**config.mk**
```make
export PLATFORM = sky130hd
export DESIGN_NAME = led_rainbow_breathing_generator_flat
export DESIGN_NICKNAME = d
export VERILOG_FILES = /design/src/rtl/lrbg_pkg.sv /design/src/rtl/lrbg_stream_if.sv /design/src/rtl/lrbg_scale.sv /design/src/rtl/lrbg_pixel.sv /design/src/rtl/led_rainbow_breathing_generator.sv /design/src/flat_wrapper.sv
export SDC_FILE = /design/constraint.sdc
export NUM_CORES = 1
export LEC_CHECK = 0
export ABC_CLOCK_PERIOD_IN_PS = 2550
export BUFFER_PORTS_ARGS = -buffer_cell sky130_fd_sc_hd__buf_2
export CORE_MARGIN = 3
export CORE_UTILIZATION = 48
export DETAILED_ROUTE_END_ITERATION = 8
export PLACE_DENSITY_LB_ADDON = 0.25
export SLEW_MARGIN = 20
export SYNTH_ARGS = -nofsm -noshare
export SYNTH_HDL_FRONTEND = slang
export SYNTH_SLANG_ARGS = --single-unit
```
**constraint.sdc**
```tcl
create_clock -name clk_i -period 2.55 [get_ports clk_i]
set_input_delay 0.255 -clock clk_i [delete_from_list [all_inputs] [get_ports clk_i]]
set_output_delay 0.255 -clock clk_i [all_outputs]
set_load 0.1 [all_outputs]
```
**src/rtl/lrbg_pkg.sv**
```systemverilog
// shared types and constants of the rainbow breathing led generator
`default_nettype none

package lrbg_pkg;

  localparam int unsigned LedIdxW = 6;

  // request codes
  localparam logic [1:0] REQ_TICK  = 2'd0;
  localparam logic [1:0] REQ_START = 2'd1;
  localparam logic [1:0] REQ_STOP  = 2'd2;

  // configuration register indexes
  localparam logic [1:0] CFG_MIN_BRIGHT = 2'd0;
  localparam logic [1:0] CFG_MAX_BRIGHT = 2'd1;
  localparam logic [1:0] CFG_PERIOD     = 2'd2;

  localparam logic [7:0]  MIN_BRIGHT_RST = 8'd0;
  localparam logic [7:0]  MAX_BRIGHT_RST = 8'd255;
  localparam logic [15:0] PERIOD_RST     = 16'd20;

  // per-led phase offsets
  localparam logic [7:0] HUE_STEP    = 8'd51;
  localparam logic [7:0] BREATH_STEP = 8'd20;

  // hue wheel segment starts
  localparam logic [7:0] HUE_SEG1 = 8'd85;
  localparam logic [7:0] HUE_SEG2 = 8'd170;

  typedef struct packed {
    logic [1:0]  req_type;
    logic [31:0] now_time;
  } req_word_t;

  typedef struct packed {
    logic [LedIdxW-1:0] led_index;
    logic [7:0]         red;
    logic [7:0]         green;
    logic [7:0]         blue;
    logic               last;
  } led_word_t;

endpackage

`default_nettype wire

```
**src/rtl/lrbg_stream_if.sv**
```systemverilog
// valid/ready stream interface carrying one word per handshake
`default_nettype none

interface lrbg_stream_if #(
  parameter type payload_t = logic
) ();
  logic     valid;
  logic     ready;
  payload_t payload;

  modport source (output valid, output payload, input ready);
  modport sink   (input valid, input payload, output ready);
endinterface

`default_nettype wire

```
**src/rtl/lrbg_scale.sv**
```systemverilog
// bit-serial 8x8 multiplier with rounded division by 255
`default_nettype none

module lrbg_scale (
  input  wire logic       clk_i,
  input  wire logic       rst_ni,
  input  wire logic       start_i,
  input  wire logic [7:0] a_i,
  input  wire logic [7:0] b_i,
  output logic            done_o,
  output logic [7:0]      q_o
);

  logic       busy_q, done_q;
  logic [2:0] cnt_q;
  logic [7:0] a_q, b_q, hi_q, lo_q;
  logic [8:0] part;
  logic [16:0] rnd, quo;

  // one multiplier bit per cycle, product shifts out into lo_q
  assign part = {1'b0, hi_q} + {1'b0, a_q & {8{b_q[0]}}};

  always_ff @(posedge clk_i or negedge rst_ni) begin
    if (!rst_ni) begin
      busy_q <= 1'b0;
      done_q <= 1'b0;
      cnt_q  <= '0;
    end else begin
      done_q <= 1'b0;
      if (start_i) begin
        busy_q <= 1'b1;
        cnt_q  <= '0;
      end else if (busy_q) begin
        cnt_q <= cnt_q + 3'd1;
        if (cnt_q == 3'd7) begin
          busy_q <= 1'b0;
          done_q <= 1'b1;
        end
      end
    end
  end

  always_ff @(posedge clk_i) begin
    if (start_i) begin
      a_q  <= a_i;
      b_q  <= b_i;
      hi_q <= '0;
      lo_q <= '0;
    end else if (busy_q) begin
      b_q  <= {1'b0, b_q[7:1]};
      hi_q <= part[8:1];
      lo_q <= {part[0], lo_q[7:1]};
    end
  end

  // (p + 127) / 255 as (y + (y >> 8) + 1) >> 8, exact below 2^16
  assign rnd    = {1'b0, hi_q, lo_q} + 17'd127;
  assign quo    = rnd + {8'd0, rnd[16:8]} + 17'd1;
  assign q_o    = quo[15:8];
  assign done_o = done_q;

endmodule

`default_nettype wire

```
**src/rtl/lrbg_pixel.sv**
```systemverilog
// colour of one led: hue wheel, breathing brightness and gamma via a shared scaler
`default_nettype none

module lrbg_pixel
  import lrbg_pkg::*;
(
  input  wire logic       clk_i,
  input  wire logic       rst_ni,
  input  wire logic       start_i,
  input  wire logic [7:0] hue_i,
  input  wire logic [7:0] breath_i,
  input  wire logic [7:0] min_i,
  input  wire logic [7:0] range_i,
  output logic            done_o,
  output logic [7:0]      red_o,
  output logic [7:0]      green_o,
  output logic [7:0]      blue_o
);

  localparam logic [2:0] STEP_BRIGHT     = 3'd0;
  localparam logic [2:0] STEP_RED_SCALE  = 3'd1;
  localparam logic [2:0] STEP_RED_GAMMA  = 3'd2;
  localparam logic [2:0] STEP_GRN_SCALE  = 3'd3;
  localparam logic [2:0] STEP_GRN_GAMMA  = 3'd4;
  localparam logic [2:0] STEP_BLU_SCALE  = 3'd5;
  localparam logic [2:0] STEP_BLU_GAMMA  = 3'd6;

  logic [2:0] step_q;
  logic       issue_q, done_q;
  logic [7:0] bright_q, v_q, red_q, green_q, blue_q;
  logic [7:0] tri_val, off, off3, wr, wg, wb, op_a, op_b;
  logic       sc_done;
  logic [7:0] sc_q;

  // triangle breathing wave, 255 - p is the bitwise inverse of p
  always_comb begin
    if (breath_i[7]) tri_val = {~breath_i[6:0], 1'b0};
    else             tri_val = {breath_i[6:0], 1'b0};
  end

  // three-segment hue wheel
  always_comb begin
    if (hue_i < HUE_SEG1)      off = hue_i;
    else if (hue_i < HUE_SEG2) off = hue_i - HUE_SEG1;
    else                       off = hue_i - HUE_SEG2;
    off3 = off + {off[6:0], 1'b0};
    if (hue_i < HUE_SEG1) begin
      wr = 8'd255 - off3; wg = off3;           wb = 8'd0;
    end else if (hue_i < HUE_SEG2) begin
      wr = 8'd0;          wg = 8'd255 - off3;  wb = off3;
    end else begin
      wr = off3;          wg = 8'd0;           wb = 8'd255 - off3;
    end
  end

  always_comb begin
    case (step_q)
      STEP_BRIGHT: begin
        op_a = tri_val;  op_b = range_i;
      end
      STEP_RED_SCALE: begin
        op_a = wr;       op_b = bright_q;
      end
      STEP_GRN_SCALE: begin
        op_a = wg;       op_b = bright_q;
      end
      STEP_BLU_SCALE: begin
        op_a = wb;       op_b = bright_q;
      end
      default: begin
        op_a = v_q;      op_b = v_q;
      end
    endcase
  end

  lrbg_scale u_scale (
    .clk_i   (clk_i),
    .rst_ni  (rst_ni),
    .start_i (issue_q),
    .a_i     (op_a),
    .b_i     (op_b),
    .done_o  (sc_done),
    .q_o     (sc_q)
  );

  always_ff @(posedge clk_i or negedge rst_ni) begin
    if (!rst_ni) begin
      step_q  <= STEP_BRIGHT;
      issue_q <= 1'b0;
      done_q  <= 1'b0;
    end else begin
      issue_q <= 1'b0;
      done_q  <= 1'b0;
      if (start_i) begin
        step_q  <= STEP_BRIGHT;
        issue_q <= 1'b1;
      end else if (sc_done) begin
        if (step_q == STEP_BLU_GAMMA) begin
          done_q <= 1'b1;
        end else begin
          step_q  <= step_q + 3'd1;
          issue_q <= 1'b1;
        end
      end
    end
  end

  always_ff @(posedge clk_i) begin
    if (sc_done) begin
      case (step_q)
        STEP_BRIGHT:    bright_q <= min_i + sc_q;
        STEP_RED_GAMMA: red_q    <= sc_q;
        STEP_GRN_GAMMA: green_q  <= sc_q;
        STEP_BLU_GAMMA: blue_q   <= sc_q;
        default:        v_q      <= sc_q;
      endcase
    end
  end

  assign done_o  = done_q;
  assign red_o   = red_q;
  assign green_o = green_q;
  assign blue_o  = blue_q;

endmodule

`default_nettype wire

```
**src/rtl/led_rainbow_breathing_generator.sv**
```systemverilog
// Rainbow breathing LED frame generator, top level.
// Requests come in on req_i (req_type, now_time), one word per handshake;
// colours leave on led_o (led_index, red, green, blue, last), one word per LED.
// Registers are written through cfg_we_i / cfg_idx_i / cfg_data_i (0 min
// brightness, 1 max brightness, 2 frame period in ms); the user must write them
// only while idle, as the block itself does not enforce it. Start, stop, unused
// codes and ticks that do not render are handled in idle, which stays ready. A
// rendering tick produces NUM_LEDS words, computed one LED at a time by a single
// bit-serial 8x8 scaler: seven products per LED, each a shift-add loop over the
// eight multiplier bits.
// req_i is not ready while a frame is being worked on; the next request is
// taken as soon as the last LED has moved into the output register.
// The output register holds a word until led_o.ready; while it is stalled the
// next LED is computed and then waits.
// Reset stops the animation, clears both phases and the deadline, and loads
// the register defaults (min 0, max 255, period 20).
`default_nettype none

module led_rainbow_breathing_generator
  import lrbg_pkg::*;
#(
  parameter int unsigned NUM_LEDS = 5
) (
  input  wire logic        clk_i,
  input  wire logic        rst_ni,
  lrbg_stream_if.sink      req_i,
  lrbg_stream_if.source    led_o,
  input  wire logic        cfg_we_i,
  input  wire logic [1:0]  cfg_idx_i,
  input  wire logic [15:0] cfg_data_i
);

  localparam int unsigned LedW = (NUM_LEDS > 1) ? $clog2(NUM_LEDS) : 1;
  localparam logic [LedW-1:0] LED_LAST = LedW'(NUM_LEDS - 1);

  typedef enum logic [2:0] {
    S_IDLE = 3'b001,
    S_CALC = 3'b010,
    S_PUSH = 3'b100
  } state_e;

  state_e      state_q;
  logic [7:0]  min_q, max_q;
  logic [15:0] period_q;
  logic        running_q;
  logic [7:0]  hue_ph_q, breath_ph_q;
  logic [31:0] next_q;
  logic [LedW-1:0] led_q;
  logic [7:0]  led_hue_q, led_bp_q;
  logic        pix_start_q, out_valid_q;
  led_word_t   out_q;

  req_word_t   req;
  logic        req_acc, render, slot_free;
  logic [31:0] diff;
  logic [7:0]  range, hue_nx;
  logic        pix_done;
  logic [7:0]  pix_r, pix_g, pix_b;

  assign req       = req_i.payload;
  assign req_i.ready = (state_q == S_IDLE);
  assign req_acc   = req_i.valid && (state_q == S_IDLE);
  // wrap-aware deadline: reached when the difference is non-negative
  assign diff      = req.now_time - next_q;
  assign render    = req_acc && (req.req_type == REQ_TICK) && running_q && !diff[31];
  assign range     = (max_q >= min_q) ? (max_q - min_q) : 8'd0;
  assign hue_nx    = hue_ph_q + 8'd1;
  assign slot_free = !out_valid_q || led_o.ready;

  lrbg_pixel u_pixel (
    .clk_i    (clk_i),
    .rst_ni   (rst_ni),
    .start_i  (pix_start_q),
    .hue_i    (led_hue_q),
    .breath_i (led_bp_q),
    .min_i    (min_q),
    .range_i  (range),
    .done_o   (pix_done),
    .red_o    (pix_r),
    .green_o  (pix_g),
    .blue_o   (pix_b)
  );

  always_ff @(posedge clk_i or negedge rst_ni) begin
    if (!rst_ni) begin
      min_q       <= MIN_BRIGHT_RST;
      max_q       <= MAX_BRIGHT_RST;
      period_q    <= PERIOD_RST;
      running_q   <= 1'b0;
      hue_ph_q    <= '0;
      breath_ph_q <= '0;
      next_q      <= '0;
      state_q     <= S_IDLE;
      led_q       <= '0;
      pix_start_q <= 1'b0;
      out_valid_q <= 1'b0;
    end else begin
      pix_start_q <= 1'b0;
      if (cfg_we_i) begin
        case (cfg_idx_i)
          CFG_MIN_BRIGHT: min_q    <= cfg_data_i[7:0];
          CFG_MAX_BRIGHT: max_q    <= cfg_data_i[7:0];
          CFG_PERIOD:     period_q <= cfg_data_i;
          default: ;
        endcase
      end

      if (out_valid_q && led_o.ready) out_valid_q <= 1'b0;

      case (state_q)
        S_IDLE: begin
          if (req_acc) begin
            if (req.req_type == REQ_START) begin
              hue_ph_q    <= '0;
              breath_ph_q <= '0;
              next_q      <= req.now_time;
              running_q   <= 1'b1;
            end else if (req.req_type == REQ_STOP) begin
              running_q <= 1'b0;
            end
          end
          if (render) begin
            // the frame works from its own copies, so phases advance now
            hue_ph_q <= hue_nx;
            if (!hue_nx[0]) breath_ph_q <= breath_ph_q + 8'd1;
            next_q      <= req.now_time + {16'd0, period_q};
            led_q       <= '0;
            pix_start_q <= 1'b1;
            state_q     <= S_CALC;
          end
        end
        S_CALC: begin
          if (pix_done) state_q <= S_PUSH;
        end
        S_PUSH: begin
          if (slot_free) begin
            out_valid_q <= 1'b1;
            if (led_q == LED_LAST) begin
              state_q <= S_IDLE;
            end else begin
              led_q       <= led_q + LedW'(1);
              pix_start_q <= 1'b1;
              state_q     <= S_CALC;
            end
          end
        end
        default: state_q <= S_IDLE;
      endcase
    end
  end

  // per-led hue and breathing phase, payload only
  always_ff @(posedge clk_i) begin
    if (render) begin
      led_hue_q <= hue_ph_q;
      led_bp_q  <= breath_ph_q;
    end else if ((state_q == S_PUSH) && slot_free) begin
      led_hue_q <= led_hue_q + HUE_STEP;
      led_bp_q  <= led_bp_q + BREATH_STEP;
    end
  end

  always_ff @(posedge clk_i) begin
    if ((state_q == S_PUSH) && slot_free) begin
      out_q.led_index <= LedIdxW'(led_q);
      out_q.red       <= pix_r;
      out_q.green     <= pix_g;
      out_q.blue      <= pix_b;
      out_q.last      <= (led_q == LED_LAST);
    end
  end

  assign led_o.valid   = out_valid_q;
  assign led_o.payload = out_q;

endmodule

`default_nettype wire
```
**src/flat_wrapper.sv**
```systemverilog
// flat-port wrapper written by rule: the top's interface ports become plain ports
module led_rainbow_breathing_generator_flat import lrbg_pkg::*;
#(
  parameter int unsigned NUM_LEDS = 5
)
  (clk_i, rst_ni, cfg_we_i, cfg_idx_i, cfg_data_i, req_i_valid, req_i_payload, req_i_ready, led_o_valid, led_o_payload, led_o_ready);
  lrbg_stream_if req_i_i ();
  lrbg_stream_if led_o_i ();
  input  wire logic clk_i;
  input  wire logic rst_ni;
  input  wire logic cfg_we_i;
  input  wire logic [1:0] cfg_idx_i;
  input  wire logic [15:0] cfg_data_i;
  input wire logic [$bits(req_i_i.valid)-1:0] req_i_valid;
  input wire logic [$bits(req_i_i.payload)-1:0] req_i_payload;
  output wire logic [$bits(req_i_i.ready)-1:0] req_i_ready;
  output wire logic [$bits(led_o_i.valid)-1:0] led_o_valid;
  output wire logic [$bits(led_o_i.payload)-1:0] led_o_payload;
  input wire logic [$bits(led_o_i.ready)-1:0] led_o_ready;
  assign req_i_i.valid = req_i_valid;
  assign req_i_i.payload = req_i_payload;
  assign req_i_ready = req_i_i.ready;
  assign led_o_valid = led_o_i.valid;
  assign led_o_payload = led_o_i.payload;
  assign led_o_i.ready = led_o_ready;
  led_rainbow_breathing_generator #(.NUM_LEDS(NUM_LEDS)) u_core (.clk_i(clk_i), .rst_ni(rst_ni), .req_i(req_i_i), .led_o(led_o_i), .cfg_we_i(cfg_we_i), .cfg_idx_i(cfg_idx_i), .cfg_data_i(cfg_data_i));
endmodule
```
After elaboration in Yosys (flattened, before gate mapping)
Cells that the tools add are included.

word-level totals
  register bits = 19
  bits of input ports = 24
  logic and storage cells = 65

operators by class
  add/sub/neg operators = 3
  equal/unequal tests = 10
  mux-type cells = 30
  bitwise logic cells = 1
  reductions and logical operators = 10

operator list
  kind                 count
  $mux 3               10
  $mux 1               18
  $eq 3x3->1 const B   4
  $add 3x1->3 const B  3
  $pmux 3 s3           1
  $reduce_bool 2->1    3
  $ne 2x1->1 const B   2
  $ne 2x2->1 const B   2
  $reduce_and 4->1     1
  $eq 3x1->1 const B   1
  $eq 3x2->1 const B   1
  $reduce_and 3->1     1
  $logic_and 1x1->1    2
  $mux 2               1
  $reduce_and 2->1     1
  $logic_not 1->1      1
  $logic_or 1x1->1     1
  $not 1->1            1

Longest topological paths before layout
Gate-level depths: netlist of run 1.

  depth after elaboration = 4
  gate-level depth with buffers = 5
  gate-level depth less buffers = 5

Modules after synthesis
From an unflattened synthesis of run 1, not the netlist that was laid out.

second synthesis, totals
  cell total of the unflattened synthesis = 746
  area total of the unflattened synthesis = 7676.1 sq um

modules (own cells, without submodules)
  module                           times used  cells an instance  area each (sq um)  sequential area each (sq um)
  lrbg_pixel                       1           304                3114.2             1326.3
  lrbg_scale                       1           264                2552.4             925.9
  led_rainbow_breathing_generator  1           178                2009.4             1062.3

Least setup slack after synthesis of run 1
No wires, ideal clock.

  path kind = register to output
  start = reg u_core.state_q[0]
  end = out req_i_ready
  arrival = 2.788 ns
  required time = 2.295 ns
  slack = -0.493 ns
  stages on the path, launching flop included = 2
  path through = dfstp_2 -> nor3b_1

between the ends
  cells in the longest elaborated chain, start to end = 1

RTL lines
  item                    RTL line                                text
  from (decl)             led_rainbow_breathing_generator.sv:42   state_e state_q;
  from (signal assigned)  led_rainbow_breathing_generator.sv:93   state_q <= S_IDLE;
  from (signal assigned)  led_rainbow_breathing_generator.sv:129  state_q <= S_CALC;
  from (signal assigned)  led_rainbow_breathing_generator.sv:133  if (pix_done) state_q <= S_PUSH;
  $eq 3x1->1              led_rainbow_breathing_generator.sv:61   assign req_i.ready = (state_q == S_IDLE);
  to (decl)               flat_wrapper.sv:16                      output wire logic [$bits(req_i_i.ready)-1:0] req_i_ready;

No other way between the ends.

Final worst setup path of run 1
Same ends and word-level chain as after synthesis.

==> flow_metrics.tcl, run 1 <==
set metrics [dict create \
    layout_common_cells "dfrtp_1 (17), nor2_1 (7), inv_1 (6), ha_1 (6), buf_2 (5)" \
    fmax_mhz 573 \
    synth_area_leader_cell "dfrtp_1" \
    place.gp.congestion 0.763 \
    diodes 0 \
    initial_core_util_pct 54.4 \
    grt_pass1_vias 499 \
    crit_type "reg2out" \
    grt.overflow.total 0 \
    outcome "completed" \
    avgViaCountPerCell 5.03 \
    clk_transition_reported_paths_ns 0.11 \
    wl_per_cell_um 11.4 \
    slew_headroom_pct 67.9 \
    place.port_buffers 5 \
    register_area_um2 482 \
    postCtsHoldBufs 1 \
    clkSinkCount 19 \
    synth_top_area_share_pct 49.1 \
    power_frac_seq_pct 65.8 \
    ys_ff_latch 19 \
    layout-drive-gt1-share_pct 21.3 \
    cp-start-kind "flip-flop" \
    placed_area_um2 923 \
    rsz0062_at_grt "no" \
    root_buffer "clkbuf_4" \
    critPathCaptureType "output pin" \
    drt-initial-drc-count 3 \
    fin_crit_ns 1.74 \
    postCtsSetupRepairBufs 0 \
    worstPathArrival_ns 1.49 \
    rows 14 \
    finalInstanceArea_um2 963 \
    grt_first_pass_wirelength_mm 2.24 \
    timing.final.hold_violations 0 \
    grtUsageTotal_pct 12.3 \
    leakagePower_nw 0.484 \
    htree_levels 1 \
    period_share_pct 68.4 \
    routed_wl_mm 1.18 \
    worstPathMaxFanout 6 \
    max_cap_viol_count 0 \
    syn2layout_area_growth_pct 11.1 \
    synthTopCellsByArea "dfrtp_1 (49%), ha_1 (8.7%), xnor2_1 (4.0%), edfxtp_1 (3.5%), dfstp_2 (3.0%)" \
    finalSetupViolCount 0 \
    grt_max_degree 19 \
    p_comb_share_pct 1.7 \
    syn_inst 71 \
    synth_fp_nets 101 \
    synthDistinctLibCells 31 \
    layout_commonest_cell "dfrtp_1" \
    vdd_drop_max_mv 0.281 \
    syn_area_per_cell_um2 12.2 \
    drc 0 \
    syn-cell-area_um2 867 \
    die_area_mm2 0.00235 \
    finalMaxSlewViolations 0 \
    dp_hpwl_um 853 \
    clk_latency_ns 0.29 \
    drt_pass1_iterations 2 \
    clockBufferDepth 2 \
    crit_chain "nor3b_2 -> buf_2" \
    slowest_stage "dfstp_2" \
    die-width_um 48.5 \
    ys_seq_area_share_pct 55.6 \
    power_switching_mw 0.0958 \
    cts-buffers-inserted 3 \
    yosysWarnings 0 \
    pin_count 27 \
    slowest_delay_ns 0.61 \
    p_clk_share_pct 32.5 \
    ant_nets 0 \
    ctsResizeCount 0 \
    nFillCells 138 \
    grt_antenna_before_repair 0 \
    hp-class "in2async" \
    powerDensity_mw_per_mm2 478 \
    die_h_um 48.5 \
    setup_tns_ns 0 \
    cts_tree "yes" \
    coreArea_mm2 0.00159 \
    power_mw 0.461 \
    vias 523 \
    multiInputGateArea_um2 364 \
    tightest_slew_ns 0.484 \
    required_ns 2.30 \
    rr_worst_depth 5 \
    fin_nets 111 \
    switching_share_pct 20.8 \
    internal_power_mw 0.365 \
    fin_skew_ns 0.0104 \
]
[synthesized netlist by cell type (all sizes together)]
cell      n
inv       6
and4b     2
ha        6
nand3     1
dfstp     1
and2      1
o21ai     1
clkbuf    1
edfxtp    1
o21bai    1
or2       1
nand2     2
a211oi    1
a21oi     2
nor3      1
nand3b    1
nand2b    2
or2b      1
mux2i     2
nand4     1
dfrtp    17
xnor2     4
nor3b     2
mux2      1
a2bb2oi   1
nor2      7
and2b     1
a21o      1
a21boi    1
a31oi     1
[registers in the layout, summed over array words and instances (netlist names), 3 cells and up]
| name | cells |
|---|---|
| u_core.led_q | 3 |
| u_core.state_q | 3 |
| u_core.u_pixel.step_q | 3 |
| u_core.u_pixel.u_scale.cnt_q | 3 |
[path summary, 6_finish.rpt]
kind,start,endpoint,slack [ns]
max in group asynchronous,rst_ni,u_core.state_q[0],1.81
worst min-delay path,rst_ni,u_core.u_pixel.u_scale.cnt_q[1],0.41
worst min register to register,u_core.pix_start_q,u_core.u_pixel.step_q[0],0.51
min in group clk_i,led_o_ready,u_core.led_o.valid,0.43
worst max-delay path,u_core.state_q[0],req_i_ready,0.81
worst max register to register,u_core.led_q[0],u_core.led_q[1],1.21
[power by group through the flow]
stage	Clock [mW]	Sequential (mW)	Combinational [mW]
finish	0.150	0.303	0.00790
global route	0.175	0.303	0.00916
CTS	0.161	0.303	0.00841
detailed placement	0	0.309	0.00724
global placement	0	0.309	0.00706
floorplan	0	0.309	0.000226
[final cells by class]
| class | count | area share [%] |
|---|---|---|
| multi-input cells | 45 | 37.8 |
| well taps | 24 | 3.12 |
| clock buffers | 3 | 2.34 |
| flip-flops and latches | 19 | 50.0 |
| repair buffers | 6 | 3.64 |
| clock inverters | 1 | 0.779 |
| inverters | 6 | 2.34 |
[critical path, delay by kind of cell, from the launching register on]
kind,cells,cell delay [ns]
DFF,1,0.61
and+or+nand+nor,1,0.16
buffers and inverters,1,0.44
[layer usage]
metal  global-route usage (%)  share of wire, %
met1                     16.7                52
met2                     17.7                42
met3                     3.37               3.4
met4                     7.11               1.8
met5                        0                 0
[logic make-up (layout without fill, tap and decap cells)]
| group | Yosys count | count (layout) | synth area share (%) |
|---|---|---|---|
| muxes | 3 | 3 | 4.04 |
| AOI/OAI and AO/OA | 9 | 9 | 7.36 |
| xor gates and xnor gates | 4 | 4 | 4.04 |
| DFF | 19 | 19 | 55.6 |
| and+or+nand+nor | 23 | 23 | 17.3 |
| buffers and inverters | 7 | 16 | 3.03 |
| adders and majority gates | 6 | 6 | 8.66 |
[per-stage QoR]
stage	instances	hold slack (ns)	utilization, %	worst slack [ns]
2_1_floorplan	71	-0.0406	-	0.507
3_3_place_gp	99	0.202	57.9	1.13
3_5_place_dp	99	0.208	57.9	1.12
4_1_cts	104	0.406	60.4	0.786
5_1_grt	104	0.407	60.4	0.721
6_report	104	0.406	60.4	0.806
Note: power is estimated with default switching activity, not from simulation.
==> run 2: changes to the inputs <==
--- a/config.mk
+++ b/config.mk
@@ -5,7 +5,7 @@
 export SDC_FILE = /design/constraint.sdc
 export NUM_CORES = 1
 export LEC_CHECK = 0
-export ABC_CLOCK_PERIOD_IN_PS = 2550
+export ABC_CLOCK_PERIOD_IN_PS = 1700
 export BUFFER_PORTS_ARGS = -buffer_cell sky130_fd_sc_hd__buf_2
 export CORE_MARGIN = 3
 export CORE_UTILIZATION = 48
==> constraint.sdc (replaced) <==
create_clock -name clk_i -period 1.7 [get_ports clk_i]
set_input_delay 0.17 -clock clk_i [delete_from_list [all_inputs] [get_ports clk_i]]
set_output_delay 0.17 -clock clk_i [all_outputs]
set_load 0.1 [all_outputs]
==> run 2 against run 1 <==
Compared with the run above: largest power group unchanged; utilization rose by 0.47 points; highest routed layer unchanged; clock-buffer cell count did not move; total power rose by 49%; design area rose by 0.78%; die area did not move; cell count did not move; register-to-register slack got worse by 0.87 ns; via count fell by 3.3%; global-route usage rose by 0.31 points; sequential cell count did not move; combinational power rose by 48%.
==> flow_metrics.tcl, run 2 (synthesized netlist as in run 1, its figures left out) <==
set metrics [dict create \
    place_ws_ns 0.337 \
    rsz0062_at_grt "no" \
    die_h_um 48.5 \
    setup_tns_ns 0 \
    diodes 0 \
    place.gp.congestion 0.723 \
    die_area_mm2 0.00235 \
    fmax_mhz 639 \
    wl_met1_um 634 \
    cpLargestDelayFamily "flip-flops" \
    drc 0 \
    powerDensity_mw_per_mm2 709 \
    root_buffer "clkbuf_4" \
    layout_commonest_cell "dfrtp_1" \
    clockBufferDepth 2 \
    fin_crit_ns 1.57 \
    cts_tree "yes" \
    clk_latency_ns 0.29 \
    cts-buffers-inserted 3 \
    grt_antenna_before_repair 0 \
    stdcell_count 104 \
    nFillCells 142 \
    fin_nets 111 \
    tightest_slew_ns 0.483 \
    period_share_pct 92.1 \
    hp-class "in2async" \
    worstPathMaxFanout 6 \
    htree_levels 1 \
    vdd_drop_max_mv 0.427 \
    dp_cells 99 \
    worstPathArrival_ns 1.40 \
    holdWs_ns 0.338 \
    required_ns 1.53 \
    slew_headroom_pct 68.0 \
    grtUsageTotal_pct 12.6 \
    max_cap_viol_count 0 \
    critPathCaptureType "output pin" \
    drt-initial-drc-count 3 \
    crit_buf_inv 1 \
    layout-drive-gt1-share_pct 22.5 \
    clk_transition_reported_paths_ns 0.10 \
    drt_pass1_iterations 4 \
    vias 506 \
    grt_first_pass_wirelength_mm 2.19 \
    routed_wl_mm 1.19 \
    wl_per_cell_um 11.5 \
    met3RoutedLength_um 48 \
    placed_area_um2 931 \
    leakagePower_nw 0.486 \
    finalInstanceArea_um2 971 \
    slowest_stage "dfstp_2" \
    coreArea_mm2 0.00159 \
    power_mw 0.688 \
    ant_nets 0 \
    top_layer_used "met4" \
    grt.overflow.total 0 \
    rows 14 \
    postCtsSetupRepairBufs 0 \
    crit_chain "nor3b_4 -> buf_4" \
    cp-start-kind "flip-flop" \
    grt_max_degree 19 \
    grt_pass1_vias 488 \
    layout_common_cells "dfrtp_1 (16), nor2_1 (7), inv_1 (6), ha_1 (6)" \
    die-width_um 48.5 \
    outcome "completed" \
    avgViaCountPerCell 4.87 \
    finalSetupViolCount 0 \
    final_core_util_pct 60.9 \
    fin_skew_ns 0.00299 \
    pin_count 27 \
    clkSinkCount 19 \
    wl_met2_um 470 \
    syn2layout_area_growth_pct 12.0 \
    slowest_delay_ns 0.61 \
    crit_type "reg2out" \
    place.port_buffers 5 \
    finalMaxSlewViolations 0 \
    timing.final.hold_violations 0 \
    fin_ws_ns 0.134 \
    initial_core_util_pct 54.4 \
]
-- run 2: what timing repair did --
item                       4_1_cts  5_1_grt
hold buffers                     1        0
setup endpoints to repair        1        0
gates resized for setup          1        0
hold endpoints to repair        17        0
-- run 2: worst register-to-register path, cell delays in order, from the launching register on --
cell	delay [ns]
dfrtp_1	0.40
inv_1	0.06
ha_1	0.21
nand2_1	0.14
nand3_2	0.13
mux2_4	0.32
-- run 2: final timing paths --
| kind | from | to | slack [ns] | cells after the start |
|---|---|---|---|---|
| min | rst_ni | u_core.state_q[1] | 0.34 | 2 |
| min in group clk_i | led_o_ready | u_core.led_o.valid | 0.36 | 3 |
| max | u_core.state_q[0] | req_i_ready | 0.13 | 2 |
| max reg2reg | u_core.led_q[0] | u_core.led_q[1] | 0.34 | 5 |
| min reg2reg | u_core.u_pixel.issue_q | u_core.u_pixel.u_scale.cnt_q[0] | 0.51 | 1 |
| max in group asynchronous | rst_ni | u_core.state_q[0] | 1.05 | 2 |
-- run 2: report_power, final --
| part | leakage, nW | total, mW | internal (mW) | switching, mW |
|---|---|---|---|---|
| Combinational | 0.216 | 0.0117 | 0.00345 | 0.00820 |
| Sequential | 0.253 | 0.455 | 0.455 | 0.0000000000000000411 |
| Clock | 0.0177 | 0.222 | 0.0875 | 0.134 |
-- run 2: routing by layer --
layer | vias up | GRT usage, %
li1 | 258 | -
met1 | 236 | 16.8
met2 | 8 | 16.7
met3 | 4 | 3.99
met4 | 0 | 9.95
met5 | - | 0
-- run 2: layout make-up --
class	instances	area (um^2)	share of cell area [%]
sequential	19	483	49.7
multi-input combinational	45	370	38.1
timing repair buffer	6	37.5	3.87
tap	24	30.0	3.09
clock buffer	3	22.5	2.32
inverter	6	22.5	2.32
clock inverter	1	5.00	0.515
==> run 3: changes to the inputs <==
--- a/config.mk
+++ b/config.mk
@@ -10,6 +10,7 @@
 export CORE_MARGIN = 3
 export CORE_UTILIZATION = 48
 export DETAILED_ROUTE_END_ITERATION = 8
+export GPL_TIMING_DRIVEN = 0
 export PLACE_DENSITY_LB_ADDON = 0.25
 export SLEW_MARGIN = 20
 export SYNTH_ARGS = -nofsm -noshare
==> run 3 against run 2 <==
Compared with the run above: register-to-register slack hardly changed; design area is 0.26% higher; cell count is 0.96% higher; sequential power hardly changed; via count is 2.2% higher; non-clock buffer count is 1 higher; wire length is 0.92% higher; worst hold slack worse by 0.021 ns; sequential cell count stayed put; combinational power hardly changed; die area stayed put.
==> flow_metrics.tcl, run 3 (synthesized netlist as in run 1, its figures left out) <==
set metrics [dict create \
    worstPathArrival_ns 1.41 \
    diodes 0 \
    setup_tns_ns 0 \
    cp-start-kind "flip-flop" \
    die-width_um 48.5 \
    switching_share_pct 20.0 \
    fin_ws_ns 0.116 \
    holdWs_ns 0.317 \
    met2_usage_pct 18.6 \
    postCtsSetupRepairBufs 0 \
    cts-buffers-inserted 3 \
    htree_levels 1 \
    drt-initial-drc-count 3 \
    crit_type "reg2out" \
    clkSinkCount 19 \
    regToRegSetupSlack_ns 0.33 \
    outcome "completed" \
    initial_core_util_pct 54.4 \
    root_buffer "clkbuf_4" \
    clk_transition_reported_paths_ns 0.10 \
    dp_cells 100 \
    fmax_mhz 631 \
    grt_util_met3_pct 4.60 \
    max_cap_viol_count 0 \
    fin_crit_ns 1.58 \
    tightest_slew_ns 0.483 \
    coreArea_mm2 0.00159 \
    grt_antenna_before_repair 0 \
    vdd_drop_max_mv 0.596 \
    powerDensity_mw_per_mm2 705 \
    leakagePower_nw 0.485 \
    p_comb_share_pct 1.7 \
    stdcell_count 105 \
    grt_pass1_vias 504 \
    crit_chain "nor3b_4 -> buf_4" \
    wl_per_cell_um 11.5 \
    layout_common_cells "dfrtp_1 (16), nor2_1 (7), inv_1 (6), ha_1 (6)" \
    finalInstanceArea_um2 973 \
    power_mw 0.686 \
    fin_nets 112 \
    required_ns 1.53 \
    syn2layout_area_growth_pct 12.3 \
    placed_area_um2 935 \
    layout-drive-gt1-share_pct 21.0 \
    dp_hpwl_um 931 \
    vias 517 \
    grt_first_pass_wirelength_mm 2.20 \
    finalSetupViolCount 0 \
    avgViaCountPerCell 4.92 \
    ant_nets 0 \
    slew_headroom_pct 68.0 \
    routed_wl_mm 1.20 \
    fin_skew_ns 0.00376 \
    clk_latency_ns 0.29 \
    power_frac_seq_pct 66.2 \
    multiInputGateArea_um2 370 \
    power_switching_mw 0.137 \
    hp-class "in2async" \
    clockBufferDepth 2 \
    slowest_stage "dfstp_2" \
    pin_count 27 \
    register_area_um2 483 \
    rsz0062_at_grt "no" \
    grtUsageTotal_pct 12.1 \
    die_h_um 48.5 \
    place.gp.congestion 0.730 \
    cts_tree "yes" \
    place_ws_ns 0.305 \
    die_area_mm2 0.00235 \
    rows 14 \
    timing.final.hold_violations 0 \
    period_share_pct 93.2 \
    finalMaxSlewViolations 0 \
    slowest_delay_ns 0.62 \
    place.port_buffers 5 \
    layout_commonest_cell "dfrtp_1" \
    grt_max_degree 19 \
    top_usage_layer "met2" \
    p_clk_share_pct 32.1 \
    drt_pass1_iterations 4 \
    worstPathMaxFanout 6 \
    nFillCells 132 \
    drc 0 \
    grt_util_met1_pct 16.3 \
    final_core_util_pct 61.1 \
    grt.overflow.total 0 \
    critPathCaptureType "output pin" \
    internal_power_mw 0.549 \
]
run 3: cell count changes in the layout (fill, tap and decap cells not counted), sizes merged:
| cell | delta |
|---|---|
| clkbuf | +2 |
| clkinv | -1 |
run 3: worst max-delay path: cells and delay by family, from the launching register on:
kind,cells,cell delay (ns)
simple gates,1,0.20
flops,1,0.62
buf+inv,1,0.31
run 3: layer usage:
metal | up-vias | share of wire (%) | routed length [um]
met4 | 0 | 0 | 0
li1 | 259 | - | -
met1 | 248 | 50 | 599
met5 | - | 0 | 0
met2 | 10 | 45 | 541
met3 | 0 | 5.2 | 62
run 3: power by group through the flow:
stage                     clock network (mW)  registers, mW  logic (mW)
after floorplan                            0          0.464    0.000339
after global placement                     0          0.463      0.0108
after detailed placement                   0          0.463      0.0105
after CTS                              0.235          0.455      0.0123
after global routing                   0.257          0.455      0.0136
final                                  0.220          0.455      0.0114
run 3: cell type report:
| class | instances | area share (%) |
|---|---|---|
| Multi-Input combinational cell | 45 | 38.0 |
| Sequential cell | 19 | 49.6 |
| Clock buffer | 4 | 2.70 |
| Inverter | 6 | 2.31 |
| Tap cell | 24 | 3.08 |
| Timing Repair Buffer | 6 | 3.86 |
| Buffer | 1 | 0.386 |
run 3: repair_timing:
action,4_1_cts,5_1_grt
gates resized for setup,1,0
hold buffers,1,0
hold endpoints to repair,17,0
endpoints found under the setup margin,1,0
run 3: final timing paths:
kind / startpoint / end / depth (start not counted)
worst max-delay path: u_core.state_q[0] / req_i_ready / 2
worst min-delay path: rst_ni / u_core.u_pixel.u_scale.busy_q / 2
worst max register to register: u_core.led_q[0] / u_core.led_q[1] / 5
worst min register to register: u_core.pix_start_q / u_core.u_pixel.step_q[0] / 1
max in group asynchronous: rst_ni / u_core.state_q[0] / 2
min in group clk_i: led_o_ready / u_core.led_o.valid / 3
